`config.mk`:
```
export PLATFORM = sky130hd
export DESIGN_NAME = sysex_program_dump_unpacker
export DESIGN_NICKNAME = d
export VERILOG_FILES = /design/src/rtl/sdu_pkg.sv /design/src/rtl/sysex_program_dump_unpacker.sv /design/src/rtl/sdu_cfg_regs.sv /design/src/rtl/sdu_in_reg.sv /design/src/rtl/sdu_core.sv
export SDC_FILE = /design/constraint.sdc
export NUM_CORES = 1
export LEC_CHECK = 0
export ABC_AREA = 0
export BUFFER_PORTS_ARGS = -buffer_cell sky130_fd_sc_hd__clkbuf_2
export CAP_MARGIN = 20
export CORE_ASPECT_RATIO = 0.9
export CORE_UTILIZATION = 57
export CTS_CLUSTER_SIZE = 24
export DETAILED_ROUTE_END_ITERATION = 16
export GPL_ROUTABILITY_DRIVEN = 0
export PLACE_DENSITY = 0.83
export SLEW_MARGIN = 5
export SYNTH_ARGS = -nofsm -noshare
export SYNTH_HDL_FRONTEND = slang
export SYNTH_HIERARCHICAL = 1
export SYNTH_SLANG_ARGS = --single-unit
```
`constraint.sdc`:
```
create_clock -name clk -period 3.24 [get_ports clk]
set_clock_uncertainty 0.05 [all_clocks]
set_input_delay 0.162 -clock clk [delete_from_list [all_inputs] [get_ports clk]]
set_output_delay 0.162 -clock clk [all_outputs]
set_load 0.005 [all_outputs]
```
`src/rtl/sdu_pkg.sv`:
```
// ----------------------------------------------------------------------------
// sdu_pkg
// Types and constants shared by the program dump unpacker modules.
// ----------------------------------------------------------------------------
package sdu_pkg;

  localparam int COUNT_BITS_DEFAULT = 12;
  localparam int OUT_COUNT_W        = 12;
  localparam int CFG_DATA_W         = 12;
  localparam int CFG_INDEX_W        = 1;
  localparam int MFR_W              = 7;

  localparam logic [7:0] SYX_START        = 8'hF0;
  localparam logic [7:0] SYX_END          = 8'hF7;
  localparam logic [7:0] CMD_PROGRAM_DATA = 8'h02;

  localparam logic [2:0] HDR_POS_START   = 3'd0;
  localparam logic [2:0] HDR_POS_MFR     = 3'd1;
  localparam logic [2:0] HDR_POS_DEVICE  = 3'd2;
  localparam logic [2:0] HDR_POS_COMMAND = 3'd3;
  localparam logic [2:0] HDR_POS_BANK    = 3'd4;
  localparam logic [2:0] HDR_POS_PROGRAM = 3'd5;
  localparam logic [2:0] HDR_LEN         = 3'd6;

  localparam logic [2:0] GROUP_LAST = 3'd7;

  localparam logic [CFG_INDEX_W-1:0] CFG_IDX_MANUFACTURER = 1'b0;
  localparam logic [CFG_INDEX_W-1:0] CFG_IDX_MIN_BYTES    = 1'b1;

  localparam logic [MFR_W-1:0]       MFR_RESET       = 7'd1;
  localparam logic [CFG_DATA_W-1:0]  MIN_BYTES_RESET = 12'd1024;

  typedef enum logic [1:0] {
    VERDICT_ACCEPTED  = 2'd0,
    VERDICT_BAD_HDR   = 2'd1,
    VERDICT_BAD_END   = 2'd2,
    VERDICT_TOO_SHORT = 2'd3
  } sdu_verdict_t;

  typedef enum logic {
    KIND_DATA    = 1'b0,
    KIND_VERDICT = 1'b1
  } sdu_kind_t;

  typedef struct packed {
    logic [7:0] rx_byte;
    logic       last_byte;
  } sdu_in_t;

  typedef struct packed {
    sdu_kind_t              result_kind;
    logic [7:0]             data_byte;
    sdu_verdict_t           verdict;
    logic [7:0]             device_id;
    logic [7:0]             bank;
    logic [7:0]             program_number;
    logic [OUT_COUNT_W-1:0] byte_count;
  } sdu_out_t;

  typedef struct packed {
    logic [MFR_W-1:0]      manufacturer_id;
    logic [CFG_DATA_W-1:0] min_data_bytes;
  } sdu_cfg_t;

endpackage

```
`src/rtl/sysex_program_dump_unpacker.sv`:
```
// ----------------------------------------------------------------------------
// sysex_program_dump_unpacker
// Unpacks a program dump system-exclusive message into data bytes and a
// final verdict with the header fields and the data byte count.
// ----------------------------------------------------------------------------
// The block takes one message byte transaction in every clock cycle while
// in_stall is low, and presents its result through an input register and a
// result register around a single pass of logic that updates the message
// state. Header bytes and the high-bit byte of each group give no result;
// each data byte gives one, and the final byte gives a verdict. A stall on
// the result side holds the result register and then the input register, so
// a stalled consumer loses nothing. Configuration is to be written by the
// user only while no message byte is in flight; the block does not enforce it.
module sysex_program_dump_unpacker #(
  parameter int COUNT_BITS = sdu_pkg::COUNT_BITS_DEFAULT
) (
  input  logic                             clk,
  input  logic                             rst_n,
  input  logic                             in_valid,
  output logic                             in_stall,
  input  sdu_pkg::sdu_in_t                 in_data,
  output logic                             out_valid,
  input  logic                             out_stall,
  output sdu_pkg::sdu_out_t                out_data,
  input  logic                             cfg_we,
  input  logic [sdu_pkg::CFG_INDEX_W-1:0]  cfg_index,
  input  logic [sdu_pkg::CFG_DATA_W-1:0]   cfg_data
);

  sdu_pkg::sdu_cfg_t cfg;
  logic              hold_valid;
  sdu_pkg::sdu_in_t  hold_data;
  logic              hold_take;

  sdu_cfg_regs u_cfg (
    .clk       (clk),
    .rst_n     (rst_n),
    .cfg_we    (cfg_we),
    .cfg_index (cfg_index),
    .cfg_data  (cfg_data),
    .cfg       (cfg)
  );

  sdu_in_reg u_in (
    .clk        (clk),
    .rst_n      (rst_n),
    .in_valid   (in_valid),
    .in_stall   (in_stall),
    .in_data    (in_data),
    .hold_valid (hold_valid),
    .hold_data  (hold_data),
    .hold_take  (hold_take)
  );

  sdu_core #(
    .COUNT_BITS (COUNT_BITS)
  ) u_core (
    .clk        (clk),
    .rst_n      (rst_n),
    .cfg        (cfg),
    .hold_valid (hold_valid),
    .hold_data  (hold_data),
    .hold_take  (hold_take),
    .out_valid  (out_valid),
    .out_stall  (out_stall),
    .out_data   (out_data)
  );

endmodule

```
`src/rtl/sdu_cfg_regs.sv`:
```
// ----------------------------------------------------------------------------
// sdu_cfg_regs
// Configuration registers written through the plain write port.
// ----------------------------------------------------------------------------
module sdu_cfg_regs (
  input  logic                             clk,
  input  logic                             rst_n,
  input  logic                             cfg_we,
  input  logic [sdu_pkg::CFG_INDEX_W-1:0]  cfg_index,
  input  logic [sdu_pkg::CFG_DATA_W-1:0]   cfg_data,
  output sdu_pkg::sdu_cfg_t                cfg
);

  sdu_pkg::sdu_cfg_t cfg_r;
  sdu_pkg::sdu_cfg_t cfg_nxt;

  always_comb begin
    cfg_nxt = cfg_r;
    if (cfg_we) begin
      case (cfg_index)
        sdu_pkg::CFG_IDX_MANUFACTURER: begin
          cfg_nxt.manufacturer_id = cfg_data[sdu_pkg::MFR_W-1:0];
        end
        sdu_pkg::CFG_IDX_MIN_BYTES: begin
          cfg_nxt.min_data_bytes = cfg_data;
        end
        default: begin
          cfg_nxt = cfg_r;
        end
      endcase
    end
  end

  always_ff @(posedge clk) begin
    if (!rst_n) begin
      cfg_r.manufacturer_id <= sdu_pkg::MFR_RESET;
      cfg_r.min_data_bytes  <= sdu_pkg::MIN_BYTES_RESET;
    end else begin
      cfg_r <= cfg_nxt;
    end
  end

  assign cfg = cfg_r;

endmodule

```
`src/rtl/sdu_in_reg.sv`:
```
// ----------------------------------------------------------------------------
// sdu_in_reg
// Input register stage that holds one byte transaction for the core.
// ----------------------------------------------------------------------------
module sdu_in_reg (
  input  logic              clk,
  input  logic              rst_n,
  input  logic              in_valid,
  output logic              in_stall,
  input  sdu_pkg::sdu_in_t  in_data,
  output logic              hold_valid,
  output sdu_pkg::sdu_in_t  hold_data,
  input  logic              hold_take
);

  logic             valid_r;
  logic             valid_nxt;
  sdu_pkg::sdu_in_t data_r;
  logic             load;

  assign in_stall = valid_r && !hold_take;
  assign load     = in_valid && !in_stall;

  always_comb begin
    valid_nxt = valid_r;
    if (!in_stall) begin
      valid_nxt = in_valid;
    end
  end

  always_ff @(posedge clk) begin
    if (!rst_n) begin
      valid_r <= 1'b0;
    end else begin
      valid_r <= valid_nxt;
    end
  end

  always_ff @(posedge clk) begin
    if (load) begin
      data_r <= in_data;
    end
  end

  assign hold_valid = valid_r;
  assign hold_data  = data_r;

endmodule

```
`src/rtl/sdu_core.sv`:
```
// ----------------------------------------------------------------------------
// sdu_core
// Message state, header check, bit restore and the result register.
// ----------------------------------------------------------------------------
module sdu_core #(
  parameter int COUNT_BITS = sdu_pkg::COUNT_BITS_DEFAULT
) (
  input  logic              clk,
  input  logic              rst_n,
  input  sdu_pkg::sdu_cfg_t cfg,
  input  logic              hold_valid,
  input  sdu_pkg::sdu_in_t  hold_data,
  output logic              hold_take,
  output logic              out_valid,
  input  logic              out_stall,
  output sdu_pkg::sdu_out_t out_data
);

  localparam int WIDE = (COUNT_BITS > sdu_pkg::OUT_COUNT_W) ? COUNT_BITS
                                                            : sdu_pkg::OUT_COUNT_W;
  localparam logic [COUNT_BITS-1:0] MAX_COUNT = {COUNT_BITS{1'b1}};

  logic [2:0]            hdr_pos_r,   hdr_pos_nxt;
  logic [2:0]            grp_pos_r,   grp_pos_nxt;
  logic [6:0]            high_bits_r, high_bits_nxt;
  logic                  hdr_ok_r,    hdr_ok_nxt;
  logic [7:0]            device_r,    device_nxt;
  logic [7:0]            bank_r,      bank_nxt;
  logic [7:0]            program_r,   program_nxt;
  logic [COUNT_BITS-1:0] count_r,     count_nxt;

  logic              out_valid_r, out_valid_nxt;
  sdu_pkg::sdu_out_t out_r,       out_nxt;

  logic              consume;
  logic              produce;
  logic [7:0]        b;
  logic [2:0]        bit_idx;
  logic [WIDE-1:0]   count_wide;
  logic [WIDE-1:0]   count_nxt_wide;
  logic [WIDE-1:0]   min_wide;

  assign hold_take = !out_valid_r || !out_stall;
  assign consume   = hold_valid && hold_take;
  assign b         = hold_data.rx_byte;
  assign bit_idx   = grp_pos_r - 3'd1;

  assign count_wide     = WIDE'(count_r);
  assign min_wide       = WIDE'(cfg.min_data_bytes);

  always_comb begin
    hdr_pos_nxt    = hdr_pos_r;
    grp_pos_nxt    = grp_pos_r;
    high_bits_nxt  = high_bits_r;
    hdr_ok_nxt     = hdr_ok_r;
    device_nxt     = device_r;
    bank_nxt       = bank_r;
    program_nxt    = program_r;
    count_nxt      = count_r;
    count_nxt_wide = count_wide;
    produce        = 1'b0;

    out_nxt                = out_r;
    out_nxt.result_kind    = sdu_pkg::KIND_DATA;
    out_nxt.data_byte      = 8'd0;
    out_nxt.verdict        = sdu_pkg::VERDICT_ACCEPTED;
    out_nxt.device_id      = device_r;
    out_nxt.bank           = bank_r;
    out_nxt.program_number = program_r;
    out_nxt.byte_count     = count_wide[sdu_pkg::OUT_COUNT_W-1:0];

    if (consume) begin
      if (hold_data.last_byte) begin
        produce             = 1'b1;
        out_nxt.result_kind = sdu_pkg::KIND_VERDICT;
        if ((hdr_pos_r < sdu_pkg::HDR_LEN) || !hdr_ok_r) begin
          out_nxt.verdict = sdu_pkg::VERDICT_BAD_HDR;
        end else if (b != sdu_pkg::SYX_END) begin
          out_nxt.verdict = sdu_pkg::VERDICT_BAD_END;
        end else if (count_wide < min_wide) begin
          out_nxt.verdict = sdu_pkg::VERDICT_TOO_SHORT;
        end else begin
          out_nxt.verdict = sdu_pkg::VERDICT_ACCEPTED;
        end
        hdr_pos_nxt   = 3'd0;
        grp_pos_nxt   = 3'd0;
        high_bits_nxt = 7'd0;
        hdr_ok_nxt    = 1'b1;
        device_nxt    = 8'd0;
        bank_nxt      = 8'd0;
        program_nxt   = 8'd0;
        count_nxt     = '0;
      end else if (hdr_pos_r < sdu_pkg::HDR_LEN) begin
        case (hdr_pos_r)
          sdu_pkg::HDR_POS_START: begin
            if (b != sdu_pkg::SYX_START) hdr_ok_nxt = 1'b0;
          end
          sdu_pkg::HDR_POS_MFR: begin
            if (b != {1'b0, cfg.manufacturer_id}) hdr_ok_nxt = 1'b0;
          end
          sdu_pkg::HDR_POS_DEVICE: begin
            device_nxt = b;
          end
          sdu_pkg::HDR_POS_COMMAND: begin
            if (b != sdu_pkg::CMD_PROGRAM_DATA) hdr_ok_nxt = 1'b0;
          end
          sdu_pkg::HDR_POS_BANK: begin
            bank_nxt = b;
          end
          default: begin
            program_nxt = b;
          end
        endcase
        hdr_pos_nxt = hdr_pos_r + 3'd1;
      end else if (grp_pos_r == 3'd0) begin
        high_bits_nxt = b[6:0];
        grp_pos_nxt   = 3'd1;
      end else begin
        produce     = 1'b1;
        grp_pos_nxt = (grp_pos_r == sdu_pkg::GROUP_LAST) ? 3'd0 : grp_pos_r + 3'd1;
        if (count_r != MAX_COUNT) begin
          count_nxt = count_r + 1'b1;
        end
        count_nxt_wide     = WIDE'(count_nxt);
        out_nxt.data_byte  = {b[7] | high_bits_r[bit_idx], b[6:0]};
        out_nxt.byte_count = count_nxt_wide[sdu_pkg::OUT_COUNT_W-1:0];
      end
    end
  end

  always_comb begin
    out_valid_nxt = out_valid_r;
    if (hold_take) begin
      out_valid_nxt = produce;
    end
  end

  always_ff @(posedge clk) begin
    if (!rst_n) begin
      hdr_pos_r   <= 3'd0;
      grp_pos_r   <= 3'd0;
      high_bits_r <= 7'd0;
      hdr_ok_r    <= 1'b1;
      device_r    <= 8'd0;
      bank_r      <= 8'd0;
      program_r   <= 8'd0;
      count_r     <= '0;
      out_valid_r <= 1'b0;
    end else begin
      hdr_pos_r   <= hdr_pos_nxt;
      grp_pos_r   <= grp_pos_nxt;
      high_bits_r <= high_bits_nxt;
      hdr_ok_r    <= hdr_ok_nxt;
      device_r    <= device_nxt;
      bank_r      <= bank_nxt;
      program_r   <= program_nxt;
      count_r     <= count_nxt;
      out_valid_r <= out_valid_nxt;
    end
  end

  always_ff @(posedge clk) begin
    if (produce) begin
      out_r <= out_nxt;
    end
  end

  assign out_valid = out_valid_r;
  assign out_data  = out_r;

endmodule

```
=== Word-level counts from Yosys, hierarchy flattened ===
Cells that the tools add are included.

* Add/subtract/negate cells: 4
* Multipliers: 0
* Divide/modulo/power cells: 0
* Magnitude comparators: 3
* Equality and inequality tests: 15
* Shift-type cells: 0
* Multiplexer cells: 40
* Bitwise operators: 4
* Reduce and logical (&&, ||, !) cells: 30

{| class="wikitable"
|+ Operator list
! kind !! count
|-
| 2-to-1 mux 12 bit || 6
|-
| 2-to-1 mux 8 bit || 9
|-
| 2-to-1 mux 7 bit || 3
|-
| 2-to-1 mux 3 bit || 6
|-
| inequality test 8 bit (second input constant) || 2
|-
| adder 12 x 1 -> 12 bit (second input constant) || 1
|-
| less-than comparator 12 bit || 1
|-
| 2-to-1 mux 1 bit || 12
|-
| inequality test 12 bit (second input constant) || 1
|-
| AND reduction 3 bit || 4
|-
| AND reduction 2 bit || 5
|-
| inequality test 3 x 2 -> 1 bit (second input constant) || 3
|-
| inequality test 8 x 2 -> 1 bit (second input constant) || 1
|-
| inequality test 8 x 7 -> 1 bit || 1
|-
| nonzero test 2 bit || 4
|-
| adder 3 x 1 -> 3 bit (second input constant) || 2
|-
| == test 3 x 2 -> 1 bit (second input constant) || 2
|-
| == test 3 bit (second input constant) || 2
|-
| logical NOT 3 bit || 2
|-
| AND reduction 6 bit || 1
|-
| logical NOT 1 bit || 5
|-
| OR reduction 5 bit || 1
|-
| less-than comparator 3 x 4 -> 1 bit (second input constant) || 1
|-
| 2-to-1 mux 2 bit || 2
|-
| 14 further kinds || 19
|}

* Bits in registers: 127
* Latch bits: 0
* RAM bits: 0
* Bits in read-only memories: 0
* Bits of input ports: 27
* Output and inout bits: 49
* Logic and storage cells: 118
* Memories: 0

=== Depth between registers and ports, before layout ===
* Depth in word-level cells: 6
* Depth in mapped cells: 7
* Gate-level depth less buffers: 7

=== Cells and area by module ===
The synthesis kept the hierarchy.

{| class="wikitable"
|+ Modules (own cells, without submodules)
! module !! times used !! cells an instance !! area each (um2) !! sequential area each (um2)
|-
| sdu_core || 1 || 420 || 4,566.9 || 2,432.3
|-
| sdu_cfg_regs || 1 || 79 || 749.5 || 380.4
|-
| sdu_in_reg || 1 || 13 || 317.8 || 290.3
|}

=== Worst setup path before layout ===
OpenSTA, ideal clock, no wires.

* Path kind: register to register
* Start: register u_core.grp_pos_r[0]
* End: register u_core.out_r, in the netlist u_core/out_data[0], enable pin
* Setup time: 405 ps
* Data arrival time: 2,009 ps
* Required time: 2,785 ps
* Setup slack: 775 ps
* Stages on the path, launching flop included: 6
* Buffers on the path: 0
* Period minus slack after synthesis: 2,465 ps
* Path through: dfxtp_1 inv_1 ha_1 nand2b_1 nand3_4 nand2_1

* Longest elaborated chain between the ends: 5

{| class="wikitable"
|+ Ends and longest elaborated chain
! element !! line !! text
|-
| start: declaration || sdu_core.sv:24 || <nowiki>logic [2:0] grp_pos_r, grp_pos_nxt;</nowiki>
|-
| start signal: assignment || sdu_core.sv:151 || <nowiki>grp_pos_r <= grp_pos_nxt;</nowiki>
|-
| logical NOT 3 bit || sdu_core.sv:115 || <nowiki>end else if (grp_pos_r == 3'd0) begin</nowiki>
|-
| 2-to-1 mux 1 bit || sdu_core.sv:115 ||
|-
| 2-to-1 mux 1 bit || sdu_core.sv:93 || <nowiki>end else if (hdr_pos_r < sdu_pkg::HDR_LEN) begin</nowiki>
|-
| 2-to-1 mux 1 bit || sdu_core.sv:73 || <nowiki>if (hold_data.last_byte) begin</nowiki>
|-
| 2-to-1 mux 1 bit || sdu_core.sv:72 || <nowiki>if (consume) begin</nowiki>
|-
| named net u_core.produce || sdu_core.sv:36 || <nowiki>logic produce;</nowiki>
|-
| end signal: assignment || sdu_core.sv:164 || <nowiki>out_r <= out_nxt;</nowiki>
|-
| end: declaration || sdu_core.sv:33 || <nowiki>sdu_pkg::sdu_out_t out_r, out_nxt;</nowiki>
|}

The timed path passes the listed nets, and every way through them passes these cells.
A chain may end at the register's enable or synchronous reset.

==> impl_metrics.tcl <==
set metrics [dict create \
    outcome "complete, no violations" \
    clk-insertion-delay-late_ps 520 \
    irDropWorstVdd_v 0.0003508 \
    finalCoreUtilization_pct 72.19 \
    antenna_found_initial 0 \
    netlist_top_cells_area "edfxtp_1 30%, dfxtp_1 25%, mux2i_1 6.4%" \
    track_usage_pct 26.96 \
    critical_path_required_ps 3470 \
    syn-num-nets 560 \
    start_util_pct 58.34 \
    fin_nets 667 \
    dp_hpwl_um 8621 \
    final_cells 758 \
    multi_input_area_mm2 0.002333 \
    timing.fmax_mhz 442.0 \
    synthToLayoutAreaGrowth_pct 23.74 \
    drt_iter0_drc 413 \
    period_minus_slack_ps 2262 \
    dieArea_mm2 0.01029 \
    setup_tns_ps 0 \
    grt_max_degree 47 \
    critPathLaunchType "register" \
    die_w_um 106.8 \
    ys_dominant_reg_cell "dfxtp_1" \
    grt_pass1_wl_um 20790 \
    post-route-period-util_pct 69.83 \
    placed_area_mm2 0.006102 \
    ys_seq_elements 127 \
    cts_tree "yes" \
    dp.cells 697 \
    p_leak_nw 2.841 \
    synth_top_area_share_pct 29.85 \
    drive_above_1_share_pct 21.52 \
    first_pass_iters 5 \
    vias 4427 \
    final_common_cell "clkbuf_2" \
    ff2ff_path_depth 6 \
    hold_class "in -> reg" \
    finalSetupViolations 0 \
    end_kind "register" \
    clkSlewWorstSetupHoldPaths_ps 60 \
    synth_edf_count 56 \
    min_path_cells 3 \
    ctsHoldBuffers 29 \
    diodes 0 \
    layout_common_cells "75 x clkbuf_2, 71 x dfxtp_1, 58 x nor2_1, 56 x edfxtp_1, 46 x nand2_1" \
    finish.instance_area_mm2 0.006972 \
    yosys.cell_types.count 67 \
    fillCellCount 645 \
    wirelength_um 13420 \
    cts-root-buf "clkbuf_8" \
    syn_inst 512 \
    clkSinkCount 127 \
    cts-buffers-inserted 17 \
    grt_pass1_vias 4260 \
    fp.dieH_um 96.32 \
    ys_warn_count 6 \
    crit_fanout 8 \
    rsz0062_at_grt "false" \
    pwr_density_cell_mw_per_mm2 545.8 \
    syn_avg_cell_area_um2 11.00 \
    vias_per_cell 5.840 \
    slew_viol_final 0 \
    netlist_area_mm2 0.005634 \
    wl_per_cell_um 17.70 \
    cts_setup_buffers 0 \
    worstSetupPathType "reg -> reg" \
    cp_data_arrival_time_ps 2490 \
    grt_overflow_total 0 \
    core-area_mm2 0.009657 \
    ctsResizeCount 0 \
    tightest_slew_ps 836.5 \
    yosysTopAreaCell "edfxtp_1" \
    ant_nets 0 \
    clockBufferDepth 2 \
    drcViolationCount 0 \
    relSlewSlack_pct 44.23 \
    fin_hold_ws_ps 16.27 \
    synthArstFlopShare_pct 0 \
    hold_viol 0 \
    yosysSeqAreaShare_pct 55.07 \
    rows 34 \
    cts_max_level 4 \
    regArea_mm2 0.003103 \
    io_pins 76 \
    port_buffers 75 \
    drv_cap 0 \
]
## state kept, by name, indices dropped and copies added, names as in the netlist
register	cells
u_core/out_data	47
u_core/out_valid	1
u_cfg/cfg	19
u_core/hdr_pos_r	3
u_core/count_r	12
u_core/high_bits_r	7
u_core/device_r	8
u_in/hold_data	9
u_core/hdr_ok_r	1
u_in/hold_valid	1
u_core/bank_r	8
u_core/grp_pos_r	3
u_core/program_r	8
## metrics by stage
stage	total power, mW	worst slack (ps)
2_1_floorplan	1.888	775.2
6_report	3.805	977.5
4_1_cts	3.810	976.6
3_3_place_gp	1.949	1061
5_1_grt	3.912	830.9
3_5_place_dp	1.958	992.9
## cells in the mapped netlist (3+ instances only)
| cell type | number |
|---|---|
| dfxtp_1 | 71 |
| nor2_1 | 58 |
| edfxtp_1 | 56 |
| nand2_1 | 47 |
| mux2i_1 | 36 |
| inv_1 | 23 |
| ha_1 | 21 |
| a21oi_1 | 18 |
| nand3_1 | 13 |
| nand4_1 | 13 |
| xnor2_1 | 12 |
| a22oi_1 | 10 |
| o21ai_0 | 10 |
| nor2b_1 | 9 |
| and2_1 | 8 |
| clkbuf_1 | 8 |
| o211ai_1 | 7 |
| buf_2 | 6 |
| a31oi_1 | 5 |
| nand2b_1 | 5 |
| o21ai_1 | 5 |
| xor2_1 | 4 |
| buf_6 | 3 |
| nor3_1 | 3 |
| nor4_1 | 3 |
| o21ai_2 | 3 |
| o31ai_1 | 3 |
## per-layer routing
layer	vias to the layer above	track usage, %	routed length, µm
met5	-	0	0
met4	0	12.56	358
met3	37	7.109	1010
met2	230	45.97	6575
met1	2099	32.13	5471
li1	2061	-	-
## critical path: stages, from the launching register on
cell	delay, ps
dfxtp_1	440
inv_1	140
ha_1	240
nand2b_1	180
nand2_2	130
nor4_4	450
mux2_2	380
## logic make-up after synthesis
group	Yosys count	synth area share (%)
compound gates	80	9.749
xor+xnor	16	2.487
fa+ha+maj	21	4.664
buf+inv	44	3.553
flops	127	55.07
mux	39	7.195
simple gates	185	17.28
## final timing paths
kind,from,end,slack [ps]
worst max-delay path,u_core/grp_pos_r[0],u_core/out_data[1],980
worst min-delay path,out_stall,u_core/out_valid,20
worst max register to register,u_core/grp_pos_r[0],u_core/out_data[1],980
worst min register to register,u_core/bank_r[7],u_core/out_data[27],390
## layout make-up
| type | count | area share [%] |
|---|---|---|
| flip-flops and latches | 127 | 44.51 |
| multi-input cells | 341 | 33.47 |
| repair buffers | 108 | 10.16 |
| clock buffers | 17 | 5.940 |
| clock inverters | 15 | 2.369 |
| well taps | 126 | 2.261 |
| inverters | 24 | 1.292 |
## power breakdown
part	switching, mW	internal, mW
clock	0.789	1.06
combinational	0.126	0.0941
sequential	0.0269	1.71
total	0.942	2.86
Note: power is estimated with default switching activity, not from simulation.
